[src/sv/spfl_pkg.sv]
// Shared types and codes for the slot pool free-list allocator.
`timescale 1ns / 1ps

package spfl_pkg;

   localparam int TARGET_W = 8;
   localparam int STATUS_W = 2;
   localparam int COUNT_W  = 9;

   typedef enum logic {
      OP_ALLOC = 1'b0,
      OP_FREE  = 1'b1
   } op_type;

   typedef enum logic [STATUS_W-1:0] {
      STAT_OK           = 2'd0,
      STAT_FULL         = 2'd1,
      STAT_ALREADY_FREE = 2'd2,
      STAT_INVALID      = 2'd3
   } stat_type;

   typedef enum logic {
      ST_IDLE = 1'b0,
      ST_EXEC = 1'b1
   } state_type;

   // controller -> datapath
   typedef struct packed {
      logic capture;   // latch request, start slot table read
      logic execute;   // commit the request and load the result register
   } ctrl_cmd_type;

   // datapath -> controller
   typedef struct packed {
      logic out_busy;  // result register full and not being drained
   } dp_status_type;

endpackage

[src/sv/spfl_ctrl.sv]
// Controller state machine for the slot pool free-list allocator.
`timescale 1ns / 1ps

module spfl_ctrl
   import spfl_pkg::*;
(
   input  logic          clock,
   input  logic          reset,
   input  logic          req_tvalid,
   output logic          req_tready,
   input  dp_status_type status,
   output ctrl_cmd_type  cmd
);

   state_type state_ff;
   state_type state_in;

   always_ff @(posedge clock) begin
      if (reset) begin
         state_ff <= ST_IDLE;
      end else begin
         state_ff <= state_in;
      end
   end

   always_comb begin
      state_in    = state_ff;
      req_tready  = 1'b0;
      cmd.capture = 1'b0;
      cmd.execute = 1'b0;
      unique case (state_ff)
         ST_IDLE: begin
            // nothing is taken in while reset is held
            req_tready  = !reset;
            cmd.capture = req_tvalid && !reset;
            if (req_tvalid) begin
               state_in = ST_EXEC;
            end
         end
         ST_EXEC: begin
            // hold while the previous result is still waiting
            cmd.execute = !status.out_busy;
            if (!status.out_busy) begin
               state_in = ST_IDLE;
            end
         end
         default: begin
            state_in = ST_IDLE;
         end
      endcase
   end

   a_capture_to_exec: assert property (@(posedge clock) disable iff (reset)
      cmd.capture |=> state_ff == ST_EXEC)
      else $error("capture did not move to execute");

   a_stall_holds: assert property (@(posedge clock) disable iff (reset)
      (state_ff == ST_EXEC && status.out_busy) |=> state_ff == ST_EXEC)
      else $error("left execute while result register was blocked");

   a_exec_done: assert property (@(posedge clock) disable iff (reset)
      cmd.execute |=> state_ff == ST_IDLE)
      else $error("execute did not return to idle");

endmodule

[src/sv/spfl_datapath.sv]
// Datapath: slot table, free-list pointers, live count and result register.
`timescale 1ns / 1ps

module spfl_datapath
   import spfl_pkg::*;
#(
   parameter int SLOTS = 256
)
(
   input  logic                clock,
   input  logic                reset,
   input  ctrl_cmd_type        cmd,
   output dp_status_type       status,
   input  logic                req_op,
   input  logic [TARGET_W-1:0] req_target,
   output logic                rsp_tvalid,
   input  logic                rsp_tready,
   output logic [TARGET_W-1:0] rsp_slot,
   output logic [STATUS_W-1:0] rsp_status,
   output logic [COUNT_W-1:0]  rsp_live
);

   localparam int CNT_W = $clog2(SLOTS + 1);
   localparam int IDX_W = $clog2(SLOTS);
   localparam int CMP_W = (CNT_W > TARGET_W) ? CNT_W : TARGET_W;
   localparam int OUT_W = (CNT_W > COUNT_W) ? CNT_W : COUNT_W;

   // entry: top bit alive, low bits link to the next free slot
   logic [CNT_W:0] slot_table [SLOTS];

   logic [CNT_W:0]      rd_data_ff;
   logic [IDX_W-1:0]    rd_addr;
   op_type              op_ff;
   logic [TARGET_W-1:0] target_ff;

   logic [CNT_W-1:0] head_ff, head_in;
   logic [CNT_W-1:0] hw_ff, hw_in;
   logic [CNT_W-1:0] count_ff, count_in;

   logic                rsp_valid_ff;
   logic [TARGET_W-1:0] slot_ff;
   stat_type            stat_ff;
   logic [COUNT_W-1:0]  live_ff;

   logic [CMP_W-1:0] tgt_ext, hw_ext, head_ext, grant_ext;
   logic [OUT_W-1:0] live_ext;
   logic             wr_en;
   logic [IDX_W-1:0] wr_addr;
   logic [CNT_W:0]   wr_data;
   stat_type         stat_res;

   assign tgt_ext  = CMP_W'(target_ff);
   assign hw_ext   = CMP_W'(hw_ff);
   assign head_ext = CMP_W'(head_ff);

   // read address chosen from the incoming transaction
   always_comb begin
      logic [CMP_W-1:0] req_ext;
      req_ext = CMP_W'(req_target);
      if (op_type'(req_op) == OP_FREE) begin
         rd_addr = req_ext[IDX_W-1:0];
      end else begin
         rd_addr = head_ff[IDX_W-1:0];
      end
   end

   always_ff @(posedge clock) begin
      if (cmd.capture) begin
         rd_data_ff <= slot_table[rd_addr];
         op_ff      <= op_type'(req_op);
         target_ff  <= req_target;
      end
   end

   always_ff @(posedge clock) begin
      if (wr_en) begin
         slot_table[wr_addr] <= wr_data;
      end
   end

   always_comb begin
      head_in   = head_ff;
      hw_in     = hw_ff;
      count_in  = count_ff;
      wr_en     = 1'b0;
      wr_addr   = head_ff[IDX_W-1:0];
      wr_data   = {1'b1, CNT_W'(0)};
      stat_res  = STAT_OK;
      grant_ext = tgt_ext;
      unique case (op_ff)
         OP_FREE: begin
            if (tgt_ext == '0 || tgt_ext >= hw_ext || tgt_ext >= CMP_W'(SLOTS)) begin
               stat_res = STAT_INVALID;
            end else if (!rd_data_ff[CNT_W]) begin
               stat_res = STAT_ALREADY_FREE;
            end else begin
               // push onto the free list
               wr_en    = cmd.execute;
               wr_addr  = tgt_ext[IDX_W-1:0];
               wr_data  = {1'b0, head_ff};
               head_in  = tgt_ext[CNT_W-1:0];
               count_in = count_ff - CNT_W'(1);
            end
         end
         OP_ALLOC: begin
            grant_ext = head_ext;
            if (count_ff >= CNT_W'(SLOTS) || head_ff >= CNT_W'(SLOTS)) begin
               stat_res  = STAT_FULL;
               grant_ext = '0;
            end else begin
               if (head_ff == hw_ff) begin
                  // free list empty: take a fresh slot
                  hw_in   = hw_ff + CNT_W'(1);
                  head_in = head_ff + CNT_W'(1);
               end else begin
                  head_in = rd_data_ff[CNT_W-1:0];
               end
               wr_en    = cmd.execute;
               count_in = count_ff + CNT_W'(1);
            end
         end
         default: begin
            stat_res = STAT_INVALID;
         end
      endcase
   end

   assign live_ext = OUT_W'(count_in);

   always_ff @(posedge clock) begin
      if (reset) begin
         head_ff  <= CNT_W'(1);
         hw_ff    <= CNT_W'(1);
         count_ff <= CNT_W'(1);
      end else if (cmd.execute) begin
         head_ff  <= head_in;
         hw_ff    <= hw_in;
         count_ff <= count_in;
      end
   end

   always_ff @(posedge clock) begin
      if (reset) begin
         rsp_valid_ff <= 1'b0;
      end else if (cmd.execute) begin
         rsp_valid_ff <= 1'b1;
      end else if (rsp_tready) begin
         rsp_valid_ff <= 1'b0;
      end
   end

   always_ff @(posedge clock) begin
      if (cmd.execute) begin
         slot_ff <= grant_ext[TARGET_W-1:0];
         stat_ff <= stat_res;
         live_ff <= live_ext[COUNT_W-1:0];
      end
   end

   assign status.out_busy = rsp_valid_ff && !rsp_tready;
   assign rsp_tvalid      = rsp_valid_ff;
   assign rsp_slot        = slot_ff;
   assign rsp_status      = stat_ff;
   assign rsp_live        = live_ff;

   a_count_bound: assert property (@(posedge clock) disable iff (reset)
      count_ff <= CNT_W'(SLOTS))
      else $error("live count above pool size");

   a_head_below_mark: assert property (@(posedge clock) disable iff (reset)
      head_ff <= hw_ff)
      else $error("free-list head beyond high-water mark");

   a_count_below_mark: assert property (@(posedge clock) disable iff (reset)
      count_ff <= hw_ff)
      else $error("live count exceeds slots ever handed out");

endmodule

[src/sv/slot_pool_free_list_allocator.sv]
// Top level of the slot pool free-list allocator.
// Result: the result is loaded into the rsp_ register in the execute state that follows
//   acceptance of the request transaction; execute stalls while the previous result still waits.
// Transactions: a new request is not accepted until the previous one is committed;
//   the link or alive bit is read when the request is accepted and committed in execute.
// Reset: head, high-water mark and live count return to 1; req_tready is low in reset.
//   The slot table is not cleared; entries are trusted only below the high-water mark.
`timescale 1ns / 1ps

module slot_pool_free_list_allocator
   import spfl_pkg::*;
#(
   parameter int SLOTS = 256
)
(
   input  logic        clock,
   input  logic        reset,
   input  logic        req_tvalid,
   output logic        req_tready,
   input  logic [7:0]  req_tdata,   // [7:0] target_slot
   input  logic        req_tuser,   // [0] op (0 allocate, 1 free)
   output logic        rsp_tvalid,
   input  logic        rsp_tready,
   output logic [23:0] rsp_tdata    // [7:0] granted_slot, [9:8] status,
                                    // [18:10] live_count, [23:19] zero
);

   ctrl_cmd_type        cmd;
   dp_status_type       dp_status;
   logic [TARGET_W-1:0] rsp_slot;
   logic [STATUS_W-1:0] rsp_status;
   logic [COUNT_W-1:0]  rsp_live;

   // controller: accepts one transaction, then commits it once the
   // result register has room
   spfl_ctrl u_ctrl (
      .clock      (clock),
      .reset      (reset),
      .req_tvalid (req_tvalid),
      .req_tready (req_tready),
      .status     (dp_status),
      .cmd        (cmd)
   );

   // datapath: slot table, pointers and the result register that lets a
   // new transaction in while the last result waits
   spfl_datapath #(
      .SLOTS (SLOTS)
   ) u_datapath (
      .clock      (clock),
      .reset      (reset),
      .cmd        (cmd),
      .status     (dp_status),
      .req_op     (req_tuser),
      .req_target (req_tdata),
      .rsp_tvalid (rsp_tvalid),
      .rsp_tready (rsp_tready),
      .rsp_slot   (rsp_slot),
      .rsp_status (rsp_status),
      .rsp_live   (rsp_live)
   );

   assign rsp_tdata = {5'b0, rsp_live, rsp_status, rsp_slot};

endmodule
[config.mk]
export PLATFORM = sky130hd
export DESIGN_NAME = slot_pool_free_list_allocator
export DESIGN_NICKNAME = d
export VERILOG_FILES = /design/src/sv/spfl_pkg.sv /design/src/sv/spfl_ctrl.sv /design/src/sv/spfl_datapath.sv /design/src/sv/slot_pool_free_list_allocator.sv
export SDC_FILE = /design/constraint.sdc
export NUM_CORES = 2
export LEC_CHECK = 0
export BUFFER_PORTS_ARGS = -buffer_cell sky130_fd_sc_hd__buf_4
export CAP_MARGIN = 5
export CORE_MARGIN = 3
export CORE_UTILIZATION = 35
export DETAILED_ROUTE_END_ITERATION = 8
export PLACE_DENSITY = 0.47
export SYNTH_ARGS = -nofsm -noshare
export SYNTH_HDL_FRONTEND = slang
export SYNTH_HIERARCHICAL = 1
export SYNTH_SLANG_ARGS = --single-unit
[constraint.sdc]
create_clock -name clock -period 20.8 [get_ports clock]
set_input_delay 4.16 -clock clock [delete_from_list [all_inputs] [get_ports clock]]
set_output_delay 4.16 -clock clock [all_outputs]
set_load 0.1 [all_outputs]
==> reports/qor.csv <==
metric,value,unit
post_cts_buffers,0,
crit_path_frequent_cell,buf_4,
grt_remaining_overflow,0,
nFillCells,27100,
synth_top_area_share,74.4,%
synth_mux_area_share,8.07,%
syn_inst,6792,
hpwl,199000,µm
antenna_left,0,
cts_tree,built,
finalSetupTns,0,ns
rsz0062_at_grt,false,
dr.first_iter.drc_count,7131,
pwr_density_cell,95.5,nW/µm²
routed_via_density,5.60,
hp-class,flip-flop to flip-flop,
die_h,553,µm
hold_end,u_ctrl/state_ff,
first_pass_iters,6,
synth_compound_area_share,6.11,%
maxCapViolations,0,
crit_path_max_incr_delay,1.03,ns
finalHoldViolCount,0,
violations,slew limit,
rows,200,
r2r_end,u_datapath/rd_data_ff[0],
outcome,"complete, but fails checks",
rr_startpoint,u_datapath/head_ext[0],
synth-simple-area-share,8.28,%
min_path_cells,2,
cts_max_level,5,
grt_antenna_before_repair,18,
wl_per_cell,30.5,µm
drive_gt1_share,12.2,%
grt_pass1_vias,60000,
synth_top_family_by_area,simple AND/OR/NAND/NOR gates,
worst_clock_skew,0.0417,ns
drcViolationCount,0,
cp-start-kind,primary input,
crit_path_end_kind,flip-flop,
grt_pass1_wl,474000,µm
post_cts_resize_count,0,
tightest_slew,1.51,ns
crit_required,21.35,ns
clock.fmax,103,MHz
routed_wl,337000,µm
io_pins,39,
crit_buf_inv,5,
power.leakage,40.4,nW
worstHoldStart,u_ctrl/state_ff,
synth_ff_type,edfxtp_1,
cp_data_arrival_time,10.24,ns
start_util,35.2,%
nNetsFinal,6915,
synth_area_per_cell,15.4,µm²
fin_crit_sh,46.6,%
cts_made_buffers,289,
utilization,40.0,%
grt_util_all_layers,21.4,%
cts_max_path_buffers,4,
area_growth_syn_to_layout,13.6,%
hold_buffers,0,
synthAdderAreaFrac,0.143,%
core-area,298000,µm²
cts_root_buf,clkbuf_16,
period_minus_slack,9.68,ns
slowest_stage,o41ai_1,
crit_family,buffers and inverters,
yosys_warnings,6,
synth_seq_cells,2627,
synthTopCellsByArea,"edfxtp_1, mux2i_1, nand2_1, mux4_2, nand3_1",
portBuffers,33,
power,11.4,mW
synth-edff-count,2598,
dieArea,306000,µm²
place_congestion,0.822,
cts.sink_count,2627,
die_width,553,µm
crit_type,primary input to flip-flop,
finalMaxSlewViolations,26,
reg2reg_setup_slack,14.06,ns
finalSetupViolations,0,
async_flop_share,0,%
worstPathMaxFanout,94,
maxSlewHeadroom,-0.618,%
yosys.area.top_type,edfxtp_1,
syn_area,105000,µm²
synth-xor-area-share,0.276,%
seq_area_frac_synth,75.0,%
reg2reg_depth,10,
vdd_drop_max,51.5,µV
grt_max_degree,186,
vias,61900,
synthDistinctLibCells,73,
path_cells,buf_4 -> mux2_8 -> buf_12 -> buf_4 -> buf_4 -> mux4_2 -> a2111oi_0 -> o21ai_0 -> o41ai_1 -> buf_4 -> nand4_1,
clk_pin_slew,0.06,ns
clock_latency,0.85,ns
tightest hold or removal path: cells and delay by family, from the launching register on:
| kind | cells | cell delay [ns] |
|---|---|---|
| simple gates | 1 | 0.09 |
| flops | 1 | 0.33 |
| compound gates | 1 | 0.05 |
worst max-delay path by stage:
| stage | endpoint | start | depth (start not counted) | slack (ns) |
|---|---|---|---|---|
| floorplan | req_tready | reset | 1 | 11.23 |
| global placement | u_datapath/rd_data_ff[9] | req_tuser | 10 | 10.11 |
| detailed placement | u_datapath/rd_data_ff[0] | req_tuser | 11 | 10.17 |
| CTS | u_datapath/rd_data_ff[0] | req_tuser | 11 | 11.12 |
| global route | u_datapath/rd_data_ff[0] | req_tuser | 11 | 10.82 |
| finish | u_datapath/rd_data_ff[0] | req_tuser | 11 | 11.12 |
logic make-up after synthesis:
group,after synthesis
flops,2627
simple gates,2032
compound gates,922
mux,679
buf+inv,486
xor+xnor,33
fa+ha+maj,12
other cells,1
power by group:
group / switching [mW] / internal (mW) / total, mW
combinational: 0.543 / 0.206 / 0.749
sequential: 0.0116 / 5.76 / 5.77
clock: 2.06 / 2.79 / 4.85
total: 2.62 / 8.75 / 11.4
cells in the final DEF (no fill, tap or decap), types with 78 or more instances in the layout:
master,n
a31oi_1,157
o21ai_0,129
buf_4,249
o22ai_1,78
nand3_1,415
nand2_1,1032
clkbuf_16,298
mux2i_1,539
nor3_1,121
clkbuf_1,79
edfxtp_1,2598
o221ai_1,195
a21oi_1,175
mux4_2,132
nor2_1,318
stage by stage:
step                      cell area (µm²)  worst slack (ns)  hold WS, ns  instances
after floorplan                    105000             11.23        0.471       6796
after global placement             110000             10.11        0.500      10500
after detailed placement           110000             10.17        0.503      10500
after CTS                          119000             11.12        0.519      11000
after global routing               119000             10.82        0.534      11000
final                              119000             11.12        0.519      11000
area by class of cell:
cell class	instances	area (µm²)	share of cell area, %
diodes	6	15.0	0.0126
repair buffers	268	2230	1.87
well taps	3939	4930	4.14
multi-input cells	3683	24500	20.6
clock inverters	117	951	0.799
flip-flops and latches	2627	78600	66.0
clock buffers	378	7770	6.52
inverters	21	86.3	0.0725
metal layers:
metal  vias up  routed length [µm]  global-route usage, %  part of all wire [%]
met5         -                  27                      0                0.0080
met4         4                9520                   5.87                   2.8
met3       457               22700                   3.37                   6.7
met2      2293              157000                   34.0                    47
met1     32600              148000                   30.6                    44
li1      26600                   -                      -                     -
registers in the layout, indices dropped and copies added, names as in the netlist:
register               cells
u_datapath/op_ff           1
u_datapath/count_ff        9
u_ctrl/state_ff            1
u_datapath/rsp_status      2
u_datapath/rsp_live        9
u_datapath/rsp_tvalid      1
u_datapath/hw_ext          9
u_datapath/target_ff       8
u_datapath/rsp_slot        8
u_datapath/slot_table   2560
u_datapath/rd_data_ff     10
u_datapath/head_ext        9
cells in the mapped netlist, drive strengths merged, types with 132 or more instances:
| master | instances |
|---|---|
| edfxtp | 2598 |
| nand2 | 1034 |
| mux2i | 543 |
| nand3 | 415 |
| nor2 | 328 |
| clkbuf | 240 |
| buf | 225 |
| o221ai | 195 |
| a21oi | 178 |
| a31oi | 172 |
| o21ai | 142 |
| mux4 | 132 |
(Power assumes the default switching activity.)
